<file path="src/design/cmo_pkg.sv">
// Shared types, constants and the default arrow shape for the cursor overlay.
package cmo_pkg;

    localparam int MASK_SIZE  = 32;
    localparam int COORD_BITS = 12;

    // Each mask row is 32 bits, bit 31 is column 0.
    localparam int ROW_W      = 32;
    localparam int COL_BITS   = $clog2(ROW_W);
    localparam int ROW_AW     = $clog2(MASK_SIZE);
    localparam int SIZE_BITS  = 6;
    localparam int SIZE_CAP   = (MASK_SIZE < ROW_W) ? MASK_SIZE : ROW_W;
    localparam int ARROW_ROWS = 16;

    localparam logic [1:0] MODE_PIXEL = 2'd0;
    localparam logic [1:0] MODE_LOAD  = 2'd1;
    localparam logic [1:0] MODE_MOVE  = 2'd2;

    localparam int          REG_IDX_BITS      = 3;
    localparam int          PADDR_BITS        = REG_IDX_BITS + 2;
    localparam logic [2:0]  REG_HOT_X         = 3'd0;
    localparam logic [2:0]  REG_HOT_Y         = 3'd1;
    localparam logic [2:0]  REG_CURSOR_WIDTH  = 3'd2;
    localparam logic [2:0]  REG_CURSOR_HEIGHT = 3'd3;
    localparam logic [2:0]  REG_CURSOR_ENABLE = 3'd4;

    localparam logic [ROW_W-1:0] PIX_BLACK = 32'h0000_0000;
    localparam logic [ROW_W-1:0] PIX_WHITE = 32'h00FF_FFFF;

    typedef struct packed {
        logic [1:0]            mode;
        logic [COORD_BITS-1:0] pixel_x;
        logic [COORD_BITS-1:0] pixel_y;
        logic [31:0]           pixel_value;
        logic [4:0]            row_index;
        logic [31:0]           clear_bits;
        logic [31:0]           set_bits;
        logic [COORD_BITS-1:0] new_pointer_x;
        logic [COORD_BITS-1:0] new_pointer_y;
    } item_t;

    typedef struct packed {
        logic [31:0] out_pixel;
        logic        cursor_hit;
    } result_t;

    typedef struct packed {
        logic signed [5:0]     hot_x;
        logic signed [5:0]     hot_y;
        logic [SIZE_BITS-1:0]  cursor_width;
        logic [SIZE_BITS-1:0]  cursor_height;
        logic                  cursor_enable;
    } cfg_t;

    localparam logic [15:0] ARROW_CLR [ARROW_ROWS] = '{
        16'hFFFF, 16'h8001, 16'h8002, 16'h800C, 16'h8010, 16'h8010, 16'h8008, 16'h8004,
        16'h8002, 16'h8001, 16'h8002, 16'h8C04, 16'h9208, 16'h9110, 16'hA0A0, 16'hC040
    };
    localparam logic [15:0] ARROW_SET [ARROW_ROWS] = '{
        16'h0000, 16'h7FFE, 16'h7FFC, 16'h7FF0, 16'h7FE0, 16'h7FE0, 16'h7FF0, 16'h7FF8,
        16'h7FFC, 16'h7FFE, 16'h7FFC, 16'h73F8, 16'h61F0, 16'h60E0, 16'h4040, 16'h0000
    };

    // Reset content of one store row as {clear, set}.
    function automatic logic [2*ROW_W-1:0] arrow_row(input logic [ROW_AW-1:0] row);
        logic [2*ROW_W-1:0] val;
        val = '0;
        if (int'(row) < ARROW_ROWS)
        begin
            val = {ARROW_CLR[row[3:0]], 16'h0000, ARROW_SET[row[3:0]], 16'h0000};
        end
        return val;
    endfunction

endpackage

</file>
<file path="src/design/cursor_mask_overlay_core.sv">
// Cursor overlay top level: item pipeline, pointer registers and result register.
//
// The block takes one item per clock while it is not stalled and returns a result for each
// pixel item after the mask store's registered read and then the result register. Load and
// move items take effect at the clock that accepts them, so a pixel that follows in the very
// next cycle already sees the new mask row or pointer. The mask store is a 32-row RAM holding
// both masks side by side; rows not yet loaded read back as the default arrow from the moment
// reset is released, so there is no clearing pass. The block stalls only when the result side
// holds back its ready.
module cursor_mask_overlay_core (
    input  logic                           clk,
    input  logic                           rst_n,
    input  logic                           item_valid,
    output logic                           item_ready,
    input  cmo_pkg::item_t                 item,
    output logic                           result_valid,
    input  logic                           result_ready,
    output cmo_pkg::result_t               result,
    input  logic                           psel,
    input  logic                           penable,
    input  logic                           pwrite,
    input  logic [cmo_pkg::PADDR_BITS-1:0] paddr,
    input  logic [31:0]                    pwdata,
    output logic [31:0]                    prdata,
    output logic                           pready
);

    localparam int CW = cmo_pkg::COORD_BITS + 2;

    cmo_pkg::cfg_t                   cfg;
    logic [cmo_pkg::COORD_BITS-1:0]  pointer_col_reg;
    logic [cmo_pkg::COORD_BITS-1:0]  pointer_row_reg;

    logic                            accept;
    logic                            pix_accept;
    logic                            load_we;
    logic                            s1_advance;

    logic signed [CW-1:0]            org_x_raw;
    logic signed [CW-1:0]            org_y_raw;
    logic signed [CW-1:0]            org_x;
    logic signed [CW-1:0]            org_y;
    logic signed [CW-1:0]            dx;
    logic signed [CW-1:0]            dy;
    logic [cmo_pkg::SIZE_BITS-1:0]   w_eff;
    logic [cmo_pkg::SIZE_BITS-1:0]   h_eff;
    logic                            in_win;

    logic                            s1_valid_reg;
    logic [31:0]                     s1_pixel_reg;
    logic [cmo_pkg::COL_BITS-1:0]    s1_col_reg;
    logic                            s1_win_reg;

    logic [cmo_pkg::ROW_W-1:0]       row_clear;
    logic [cmo_pkg::ROW_W-1:0]       row_set;
    logic                            bit_set;
    logic                            bit_clear;

    logic                            out_valid_reg;
    cmo_pkg::result_t                out_reg;
    cmo_pkg::result_t                out_next;

    cmo_cfg u_cfg (
        .clk     (clk),
        .rst_n   (rst_n),
        .psel    (psel),
        .penable (penable),
        .pwrite  (pwrite),
        .paddr   (paddr),
        .pwdata  (pwdata),
        .prdata  (prdata),
        .pready  (pready),
        .cfg     (cfg)
    );

    assign s1_advance = !out_valid_reg || result_ready;
    assign item_ready = !s1_valid_reg || s1_advance;
    assign accept     = item_valid && item_ready;
    assign pix_accept = accept && (item.mode == cmo_pkg::MODE_PIXEL);
    assign load_we    = accept && (item.mode == cmo_pkg::MODE_LOAD)
                        && (int'(item.row_index) < cmo_pkg::MASK_SIZE);

    always_ff @(posedge clk or negedge rst_n)
    begin
        if (!rst_n)
        begin
            pointer_col_reg <= '0;
            pointer_row_reg <= '0;
        end
        else if (accept && (item.mode == cmo_pkg::MODE_MOVE))
        begin
            pointer_col_reg <= item.new_pointer_x;
            pointer_row_reg <= item.new_pointer_y;
        end
    end

    // Origin is pointer plus hotspot, clamped at zero; then the pixel's offset in the shape.
    always_comb
    begin
        org_x_raw = signed'({2'b00, pointer_col_reg}) + CW'(cfg.hot_x);
        org_y_raw = signed'({2'b00, pointer_row_reg}) + CW'(cfg.hot_y);
        org_x     = org_x_raw[CW-1] ? '0 : org_x_raw;
        org_y     = org_y_raw[CW-1] ? '0 : org_y_raw;
        dx        = signed'({2'b00, item.pixel_x}) - org_x;
        dy        = signed'({2'b00, item.pixel_y}) - org_y;
        w_eff     = (int'(cfg.cursor_width) > cmo_pkg::SIZE_CAP)
                    ? cmo_pkg::SIZE_BITS'(cmo_pkg::SIZE_CAP) : cfg.cursor_width;
        h_eff     = (int'(cfg.cursor_height) > cmo_pkg::SIZE_CAP)
                    ? cmo_pkg::SIZE_BITS'(cmo_pkg::SIZE_CAP) : cfg.cursor_height;
        in_win    = cfg.cursor_enable
                    && !dx[CW-1] && ($unsigned(dx) < CW'(w_eff))
                    && !dy[CW-1] && ($unsigned(dy) < CW'(h_eff));
    end

    // Load and pixel items never share a cycle, so the store's read and write never collide.
    cmo_store u_store (
        .clk      (clk),
        .rst_n    (rst_n),
        .we       (load_we),
        .waddr    (cmo_pkg::ROW_AW'(item.row_index)),
        .wr_clear (item.clear_bits),
        .wr_set   (item.set_bits),
        .re       (pix_accept),
        .raddr    (dy[cmo_pkg::ROW_AW-1:0]),
        .rd_clear (row_clear),
        .rd_set   (row_set)
    );

    always_ff @(posedge clk or negedge rst_n)
    begin
        if (!rst_n)
        begin
            s1_valid_reg <= 1'b0;
        end
        else if (item_ready)
        begin
            s1_valid_reg <= pix_accept;
        end
    end

    always_ff @(posedge clk)
    begin
        if (pix_accept)
        begin
            s1_pixel_reg <= item.pixel_value;
            s1_col_reg   <= dx[cmo_pkg::COL_BITS-1:0];
            s1_win_reg   <= in_win;
        end
    end

    always_comb
    begin
        bit_set   = row_set[cmo_pkg::COL_BITS'(cmo_pkg::ROW_W - 1) - s1_col_reg];
        bit_clear = row_clear[cmo_pkg::COL_BITS'(cmo_pkg::ROW_W - 1) - s1_col_reg];
        out_next.out_pixel  = s1_pixel_reg;
        out_next.cursor_hit = 1'b0;
        priority if (s1_win_reg && bit_set)
        begin
            out_next.out_pixel  = cmo_pkg::PIX_BLACK;
            out_next.cursor_hit = 1'b1;
        end
        else if (s1_win_reg && bit_clear)
        begin
            out_next.out_pixel  = cmo_pkg::PIX_WHITE;
            out_next.cursor_hit = 1'b1;
        end
        else
        begin
            out_next.out_pixel  = s1_pixel_reg;
            out_next.cursor_hit = 1'b0;
        end
    end

    always_ff @(posedge clk or negedge rst_n)
    begin
        if (!rst_n)
        begin
            out_valid_reg <= 1'b0;
        end
        else if (s1_advance)
        begin
            out_valid_reg <= s1_valid_reg;
        end
    end

    always_ff @(posedge clk)
    begin
        if (s1_advance && s1_valid_reg)
        begin
            out_reg <= out_next;
        end
    end

    assign result_valid = out_valid_reg;
    assign result       = out_reg;

endmodule

</file>
<file path="src/design/cmo_ram.sv">
// Generic single-port-write, single-port-read RAM with registered read data.
module cmo_ram #(
    parameter int WIDTH = 64,
    parameter int DEPTH = 32
) (
    input  logic                     clk,
    input  logic                     we,
    input  logic [$clog2(DEPTH)-1:0] waddr,
    input  logic [WIDTH-1:0]         wdata,
    input  logic                     re,
    input  logic [$clog2(DEPTH)-1:0] raddr,
    output logic [WIDTH-1:0]         rdata
);

    logic [WIDTH-1:0] mem_reg [DEPTH];
    logic [WIDTH-1:0] rdata_reg;

    always_ff @(posedge clk)
    begin
        if (we)
        begin
            mem_reg[waddr] <= wdata;
        end
        if (re)
        begin
            rdata_reg <= mem_reg[raddr];
        end
    end

    assign rdata = rdata_reg;

endmodule

</file>
<file path="src/design/cmo_cfg.sv">
// APB register file holding the cursor hotspot, size and enable.
module cmo_cfg (
    input  logic                           clk,
    input  logic                           rst_n,
    input  logic                           psel,
    input  logic                           penable,
    input  logic                           pwrite,
    input  logic [cmo_pkg::PADDR_BITS-1:0] paddr,
    input  logic [31:0]                    pwdata,
    output logic [31:0]                    prdata,
    output logic                           pready,
    output cmo_pkg::cfg_t                  cfg
);

    cmo_pkg::cfg_t                        cfg_reg;
    logic                                 wr_en;
    logic [cmo_pkg::REG_IDX_BITS-1:0]     idx;

    assign pready = 1'b1;
    assign idx    = paddr[cmo_pkg::PADDR_BITS-1:2];
    assign wr_en  = psel && penable && pwrite;

    always_ff @(posedge clk or negedge rst_n)
    begin
        if (!rst_n)
        begin
            cfg_reg.hot_x         <= -6'sd1;
            cfg_reg.hot_y         <= -6'sd1;
            cfg_reg.cursor_width  <= 6'd16;
            cfg_reg.cursor_height <= 6'd16;
            cfg_reg.cursor_enable <= 1'b1;
        end
        else if (wr_en)
        begin
            unique case (idx)
                cmo_pkg::REG_HOT_X:         cfg_reg.hot_x         <= signed'(pwdata[5:0]);
                cmo_pkg::REG_HOT_Y:         cfg_reg.hot_y         <= signed'(pwdata[5:0]);
                cmo_pkg::REG_CURSOR_WIDTH:  cfg_reg.cursor_width  <= pwdata[5:0];
                cmo_pkg::REG_CURSOR_HEIGHT: cfg_reg.cursor_height <= pwdata[5:0];
                cmo_pkg::REG_CURSOR_ENABLE: cfg_reg.cursor_enable <= pwdata[0];
                default: ;
            endcase
        end
    end

    always_comb
    begin
        prdata = '0;
        unique case (idx)
            cmo_pkg::REG_HOT_X:         prdata = {26'd0, cfg_reg.hot_x};
            cmo_pkg::REG_HOT_Y:         prdata = {26'd0, cfg_reg.hot_y};
            cmo_pkg::REG_CURSOR_WIDTH:  prdata = {26'd0, cfg_reg.cursor_width};
            cmo_pkg::REG_CURSOR_HEIGHT: prdata = {26'd0, cfg_reg.cursor_height};
            cmo_pkg::REG_CURSOR_ENABLE: prdata = {31'd0, cfg_reg.cursor_enable};
            default:                    prdata = '0;
        endcase
    end

    assign cfg = cfg_reg;

endmodule

</file>
<file path="src/design/cmo_store.sv">
// Mask store: both mask rows in one RAM, with per-row valid bits that fall back to the arrow.
module cmo_store (
    input  logic                       clk,
    input  logic                       rst_n,
    input  logic                       we,
    input  logic [cmo_pkg::ROW_AW-1:0] waddr,
    input  logic [cmo_pkg::ROW_W-1:0]  wr_clear,
    input  logic [cmo_pkg::ROW_W-1:0]  wr_set,
    input  logic                       re,
    input  logic [cmo_pkg::ROW_AW-1:0] raddr,
    output logic [cmo_pkg::ROW_W-1:0]  rd_clear,
    output logic [cmo_pkg::ROW_W-1:0]  rd_set
);

    localparam int DW = 2 * cmo_pkg::ROW_W;

    logic [cmo_pkg::MASK_SIZE-1:0] valid_reg;
    logic                          rd_valid_reg;
    logic [DW-1:0]                 rd_arrow_reg;
    logic [DW-1:0]                 ram_rdata;
    logic [DW-1:0]                 row;

    cmo_ram #(
        .WIDTH (DW),
        .DEPTH (cmo_pkg::MASK_SIZE)
    ) u_ram (
        .clk   (clk),
        .we    (we),
        .waddr (waddr),
        .wdata ({wr_clear, wr_set}),
        .re    (re),
        .raddr (raddr),
        .rdata (ram_rdata)
    );

    always_ff @(posedge clk or negedge rst_n)
    begin
        if (!rst_n)
        begin
            valid_reg <= '0;
        end
        else if (we)
        begin
            valid_reg[waddr] <= 1'b1;
        end
    end

    // Rows never written since reset still hold the default arrow.
    always_ff @(posedge clk)
    begin
        if (re)
        begin
            rd_valid_reg <= valid_reg[raddr];
            rd_arrow_reg <= cmo_pkg::arrow_row(raddr);
        end
    end

    assign row      = rd_valid_reg ? ram_rdata : rd_arrow_reg;
    assign rd_clear = row[DW-1:cmo_pkg::ROW_W];
    assign rd_set   = row[cmo_pkg::ROW_W-1:0];

endmodule

</file>
<file path="config.mk">
export PLATFORM = sky130hd
export DESIGN_NAME = cursor_mask_overlay_core
export DESIGN_NICKNAME = d
export VERILOG_FILES = /design/src/design/cmo_pkg.sv /design/src/design/cursor_mask_overlay_core.sv /design/src/design/cmo_ram.sv /design/src/design/cmo_cfg.sv /design/src/design/cmo_store.sv
export SDC_FILE = /design/constraint.sdc
export NUM_CORES = 2
export LEC_CHECK = 0
export BUFFER_PORTS_ARGS = -buffer_cell sky130_fd_sc_hd__buf_2
export CAP_MARGIN = 0
export CORE_ASPECT_RATIO = 0.75
export CORE_MARGIN = 2
export CORE_UTILIZATION = 42
export CTS_CLUSTER_DIAMETER = 40
export CTS_CLUSTER_SIZE = 24
export DETAILED_ROUTE_END_ITERATION = 7
export GPL_ROUTABILITY_DRIVEN = 1
export PLACE_DENSITY = 0.63
export SYNTH_ARGS = -nofsm -noshare
export SYNTH_HDL_FRONTEND = slang
export SYNTH_SLANG_ARGS = --single-unit
</file>
<file path="constraint.sdc">
create_clock -name clk -period 9 [get_ports clk]
set_clock_uncertainty 0.2 [all_clocks]
set_input_delay 0.45 -clock clk [delete_from_list [all_inputs] [get_ports clk]]
set_output_delay 0.45 -clock clk [all_outputs]
set_load 0.02 [all_outputs]
</file>
-- Yosys cells after proc, flatten, opt, wreduce, memory -nomap -nowiden
Memory sizes are Yosys's and may differ from the RTL's. A register that Yosys moved wholly into a read port is not among the register bits.
Cells that the tools add are included.
W data, S select, Z words.
- bits in registers: 187
- latch bits: 0
- memory bits (writable): 2048
- memory bits (read-only): 512
- input port bits: 195
- output and inout port bits: 68
- word-level logic and storage cells: 90
- memories: 3
- memory list (memory ; depth ; width ; rd ports ; clocked after Yosys merged registers in ; wr ports ; RTL line ; source):
    u_store.u_ram.mem_reg ; 32 ; 64 ; 1 ; 1 ; 1 ; cmo_ram.sv:15 ; logic [WIDTH-1:0] mem_reg [DEPTH];
    (name not given) ; 16 ; 16 ; 1 ; 1 ; 0 ; cmo_pkg.sv:70 ; val = {ARROW_CLR[row[3:0]], 16'h0000, ARROW_SET[row[3:0]], 16'h0000};
    (name not given) ; 16 ; 16 ; 1 ; 1 ; 0 ; cmo_pkg.sv:70 ;
- $add $sub $neg: 5
- multipliers: 0
- divide/modulo/power cells: 0
- magnitude comparators: 9
- equal/unequal tests: 6
- shift operators: 0
- multiplexer cells: 17
- bitwise gates (word level): 2
- reduce and logical (&&, ||, !) cells: 30
- operators by type and width (operator ; count):
    $mux W64 ; 1
    $or A32 B32 Y32 ; 1
    $pmux W6 S5 ; 1
    $add A13 B6 Y14 ; 2
    $lt A14 B6 Y1 ; 2
    $sub A12 B13 Y14 ; 2
    $mux W13 ; 2
    $mux W25 ; 1
    $lt A5 B6 Y1 const B ; 3
    $bmux W1 S5 ; 3
    $logic_and A1 B1 Y1 ; 14
    $gt A6 B6 Y1 const B ; 2
    $mux W6 ; 2
    $reduce_and A2 Y1 ; 5
    $eq A3 B2 Y1 const B ; 2
    $logic_not A1 Y1 ; 6
    $mux W1 ; 6
    $demux W1 S5 ; 1
    $ge A5 B1 Y1 const B ; 1
    $lt A5 B5 Y1 const B ; 1
    $not A4 Y5 ; 1
    $sub A5 B5 Y5 const A ; 1
    $eq A3 B1 Y1 const B ; 1
    $eq A3 B3 Y1 const B ; 1
    other kinds (6) ; 7

-- Depth between registers and ports, before layout
- word-level depth: 8
- gate-level depth with buffers: 25
- mapped depth without buffers: 24

-- By module
From an unflattened synthesis, not the netlist that was laid out.
- cell total of the unflattened synthesis: 4057
- area, all modules: 90646.9 sq um
- modules (own cells, without submodules) (module ; instances ; cells each ; area an instance (sq um) ; sequential area each (sq um)):
    cmo_ram ; 1 ; 3097 ; 79605.1 ; 63420.8
    cursor_mask_overlay_core ; 1 ; 562 ; 6477.5 ; 2782.7
    cmo_store ; 1 ; 291 ; 3093.0 ; 1451.4
    cmo_cfg ; 1 ; 107 ; 1471.4 ; 644.4

-- Worst setup path after synthesis
OpenSTA, ideal clock, no wires.
- path type: register to register
- start point: register out_valid_reg, in the netlist result_valid
- end point: register s1_col_reg[0] (netlist name) (enable)
- library setup time: 761 ps
- data arrival time: 9254 ps
- data required time: 8039 ps
- setup slack: -1215 ps
- stages on the path, launching flop included: 4
- path buffers: 0
- clock period less this slack: 10215 ps
- cell sequence: dfrtp_1 nand3b_1 nand2_1 nor3_1
- cells in the longest elaborated chain, start to end: 5
- ends and longest elaborated chain (item ; RTL line ; source):
    start: declaration ; cursor_mask_overlay_core.sv:59 ; logic out_valid_reg;
    start signal: assignment ; cursor_mask_overlay_core.sv:182 ; out_valid_reg <= s1_valid_reg;
    $logic_not A1 Y1 ; cursor_mask_overlay_core.sv:76 ; assign s1_advance = !out_valid_reg || result_ready;
    $logic_or A1 B1 Y1 ; cursor_mask_overlay_core.sv:76 ;
    $logic_or A1 B1 Y1 ; cursor_mask_overlay_core.sv:77 ; assign item_ready = !s1_valid_reg || s1_advance;
    net item_ready ; cursor_mask_overlay_core.sv:14 ; output logic item_ready,
    $logic_and A1 B1 Y1 ; cursor_mask_overlay_core.sv:78 ; assign accept = item_valid && item_ready;
    $logic_and A1 B1 Y1 ; cursor_mask_overlay_core.sv:79 ; assign pix_accept = accept && (item.mode == cmo_pkg::MODE_PIXEL);
    net pix_accept ; cursor_mask_overlay_core.sv:35 ; logic pix_accept;
    end signal: assignment ; cursor_mask_overlay_core.sv:146 ; s1_col_reg <= dx[cmo_pkg::COL_BITS-1:0];
    end: declaration ; cursor_mask_overlay_core.sv:51 ; logic [cmo_pkg::COL_BITS-1:0] s1_col_reg;
The timed path passes the listed nets, and every way through them passes these cells.
A chain may end at the register's enable or synchronous reset.

-- Worst setup path in the final report
- start point: register u_cfg.cfg_reg (netlist bit u_cfg.cfg[18])
- end point: register s1_win_reg (data pin)
- cells in the longest elaborated chain, start to end: 6
- elaborated cells between the ends (all ways): 7
- those cells by class: add/sub: 2; order compare: 1; mux: 1; reduce/logical: 3
- ends and longest elaborated chain (item ; RTL line ; source):
    start: declaration ; cmo_cfg.sv:15 ; cmo_pkg::cfg_t cfg_reg;
    $add A13 B6 Y14 (*) ; cursor_mask_overlay_core.sv:101 ; org_y_raw = signed'({2'b00, pointer_row_reg}) + CW'(cfg.hot_y);
    $mux W13 (*) ; cursor_mask_overlay_core.sv:103 ; org_y = org_y_raw[CW-1] ? '0 : org_y_raw;
    $sub A12 B13 Y14 (*) ; cursor_mask_overlay_core.sv:105 ; dy = signed'({2'b00, item.pixel_y}) - org_y;
    parallel branches: the longest is 2 deep, another holds $lt A14 B6 Y1 ; n/a ;
    $logic_and A1 B1 Y1 (*) ; cursor_mask_overlay_core.sv:112 ; && !dy[CW-1] && ($unsigned(dy) < CW'(h_eff));
    net in_win ; cursor_mask_overlay_core.sv:47 ; logic in_win;
    end signal: assignment ; cursor_mask_overlay_core.sv:147 ; s1_win_reg <= in_win;
    end: declaration ; cursor_mask_overlay_core.sv:52 ; logic s1_win_reg;
Mark *: on every way through the listed nets, which the timed path passes.

==> impl_metrics.json <==
{
  "result_of_the_run": "finished clean",
  "drv.max_cap_violation_count": 0,
  "core_area_mm2": 0.212,
  "first_global_vias": 43585,
  "max_clock_freq_ghz": 0.139,
  "synth.yosys.seq_area_share": 0.761,
  "portion_of_the_clock_cycle_consumed_by_the_worst_path_in_the_final_layout": 0.797,
  "crit_path_start_kind": "flop",
  "cts_max_path_buffers": 4,
  "cp_slowest_cell": "xnor2_1",
  "synth_warnings": 0,
  "power.leakage_nw": 33.4,
  "timing.final.max_slew_violations": 0,
  "clock_period_minus_final_worst_setup_slack_ns": 7.17,
  "route.detailed.vias_per_inst": 5.86,
  "post_synth_instance_area_mm2": 0.0898,
  "routed-via-count": 43757,
  "synth_most_common_cell": "edfxtp_1",
  "synth.avg_cell_area_um2": 22.4,
  "irDropWorstVdd_uv": 449,
  "dominantRegCellSynth": "edfxtp_1",
  "synth_largest_area_cell": "edfxtp_1",
  "dp_cells": 6935,
  "antenna_found_initial": 22,
  "critical_path_s_most_frequent_cell": "o21ai_0",
  "worst_slew_pin_slew_ns": 1.32,
  "ys_top_cells_by_area": "edfxtp_1 (74%), mux4_2 (17%), dfrtp_1 (1.9%)",
  "dieWidth_um": 538,
  "antenna_violating_nets_post_route": 0,
  "worstSetupPathType": "flop to flop",
  "clk_latency_ns": 0.89,
  "cts_buffers": 212,
  "floorplan.die.height_um": 404,
  "postRouteWirelength_um": 222000,
  "timing.critical_path.arrival_ns": 7.65,
  "crit_buf_inv": 2,
  "drt_iter0_markers": 5478,
  "cts_resized": 0,
  "synth.top_cell.area_share": 0.738,
  "fraction_of_final_layout_cells_sized_beyond_drive_strength_1": 0.321,
  "async_reset_ff_frac": 0.0363,
  "finalSetupTns_ns": 0,
  "detail_route.drc_violations": 0,
  "worstHoldPathType": "input pin to flop",
  "grt_max_degree": 106,
  "critical-path-max-stage-delay_ns": 0.75,
  "path_cells": "ha_1, a2111oi_0, o21ai_0, nand2_1, o21ai_0, nor4_1, nor3_1, xnor2_1, and2_1, ha_4, inv_1, fa_4, xnor2_1, inv_8, ha_1, o21ai_0, o21ai_0, o2111ai_1, nand4_1, nor4_1, nand4_1, nor3_1",
  "gp_routability_congestion": 0.777,
  "setup_viol": 0,
  "buffer_ports.inserted": 207,
  "postSynthRegisterBits": 2288,
  "worstPathMaxFanout": 64,
  "io_pins": 263,
  "power_w": 0.0316,
  "cts.root.buffer_cell": "clkbuf_16",
  "start_util": 0.424,
  "core.rowCount": 146,
  "global_route.overflow_total": 0,
  "dp_hpwl_um": 115000,
  "largest_register_ffs": 2048,
  "stdcell_count": 7467,
  "finalHoldViolCount": 0,
  "first_pass_iters": 6,
  "leading_cell_types_by_count_after_synthesis": "edfxtp_1 (2205), mux4_2 (670), nand2_1 (261)",
  "clock_tree_from_tritoncts": "yes",
  "grt_pass1_wl_um": 316000,
  "num-nets-final": 4744,
  "critical_path.top_delay_family": "simple AND/OR/NAND/NOR gates",
  "synth_enable_flop_cells": 2205,
  "sink_count_of_the_clock_tree": 2288,
  "powerDensity_mw_per_mm2": 305,
  "synth_cell_type_count": 70,
  "global_route.usage.total": 0.202,
  "fillers": 16727,
  "synthCells": 4004,
  "die_area_mm2": 0.218,
  "timing.critical_path.to_type": "flop",
  "rsz0062_at_grt": "false",
  "post_cts_clock_slew_at_the_launch_and_capture_registers_of_the_worst_setup_and_hold_paths_ns": 0.07,
  "relSlewSlack": 0.115,
  "syn2layout_area_growth_pct": 15.2,
  "routedWlPerCell_um": 29.7,
  "htree_levels": 4,
  "critical_path_required_ns": 9.47
}
## worst paths after layout
path                            cells after the start  slack (ns)                   end                  from
worst max-delay path                               22        1.83            s1_win_reg         u_cfg.cfg[18]
worst max register to register                     22        1.83            s1_win_reg         u_cfg.cfg[18]
worst min register to register                      1        0.27  u_store.valid_reg[2]  u_store.valid_reg[2]
min in group asynchronous                           3        0.29    pointer_col_reg[1]                 rst_n
max in group asynchronous                           3        7.65    pointer_row_reg[2]                 rst_n
worst min-delay path                                3        0.05         s1_col_reg[2]             item[139]
## repair_timing
action	in CTS	in global routing
hold endpoints to repair	2222	0
hold buffers	142	0
setup buffers	0	0
## worst register-to-register path, delay by kind of cell, from the launching register on
kind,cells,cell delay [ns]
adders and majority gates,4,1.42
buffers and inverters,2,0.55
AOI/OAI and AO/OA,6,1.15
and+or+nand+nor,8,1.60
xor gates and xnor gates,2,1.38
DFF,1,0.71
## where the power goes
part	switching, W	internal, W	leakage (nW)
clock	0.00434	0.00487	3.43
sequential	0.000127	0.0121	20.9
combinational	0.00535	0.00473	9.12
## routing by layer
layer / wire [um] / vias to the layer above / global-route usage
li1: - / 17746 / -
met2: 105000 / 1965 / 0.317
met1: 93200 / 23699 / 0.298
met5: 105 / - / 0
met4: 4370 / 18 / 0.0433
met3: 18500 / 329 / 0.0355
## cells by family (layout without fill, tap and decap cells)
kind of cell,Yosys count,in the layout,synth area share
other,2,32,0.0000837
AND/OR/NAND/NOR,464,464,0.0231
AO/OA/AOI/OAI,171,171,0.0130
multiplexers,737,737,0.178
XOR/XNOR,29,29,0.00283
adder cells (fa/ha/maj),70,70,0.0101
flip-flops,2288,2288,0.761
buffers and inverters,243,864,0.0123
## per-stage QoR
stage	utilization	instance area [um2]	setup slack, ns	hold WS, ns
floorplan	-	89900	2.58	-0.0456
global placement	0.448	94900	1.98	0.0807
detailed placement	0.448	94900	1.91	0.0797
CTS	0.488	103000	1.82	0.00605
global route	0.489	103000	1.25	0.0370
finish	0.489	103000	1.83	0.0526
## area by class of cell
type,count,area (um2),area share
inverters,31,126,0.00122
diodes,5,12.5,0.000121
clock buffers,223,5360,0.0518
flip-flops and latches,2288,68300,0.660
well taps,2812,3520,0.0340
repair buffers,448,3580,0.0346
clock inverters,162,1780,0.0172
multi-input cells,1498,20800,0.201
## cell usage in the layout, fill, tap and decap left out, types with 13 or more instances in the layout
cell / count
a21oi_1: 36
and2_1: 20
buf_12: 30
buf_2: 206
buf_4: 70
clkbuf_16: 212
clkinv_2: 13
clkinv_4: 23
clkinvlp_4: 23
conb_1: 27
dfrtp_1: 68
dfstp_2: 15
dlygate4sd3_1: 142
edfxtp_1: 2205
ha_1: 65
inv_1: 29
inv_6: 48
inv_8: 18
mux2_2: 51
mux4_2: 670
nand2_1: 261
nand3_1: 13
nor2_1: 43
nor2_4: 32
o21a_1: 36
o21ai_0: 25
or2_2: 33
xnor2_1: 18
No activity file was read; power rests on OpenSTA's default activity.
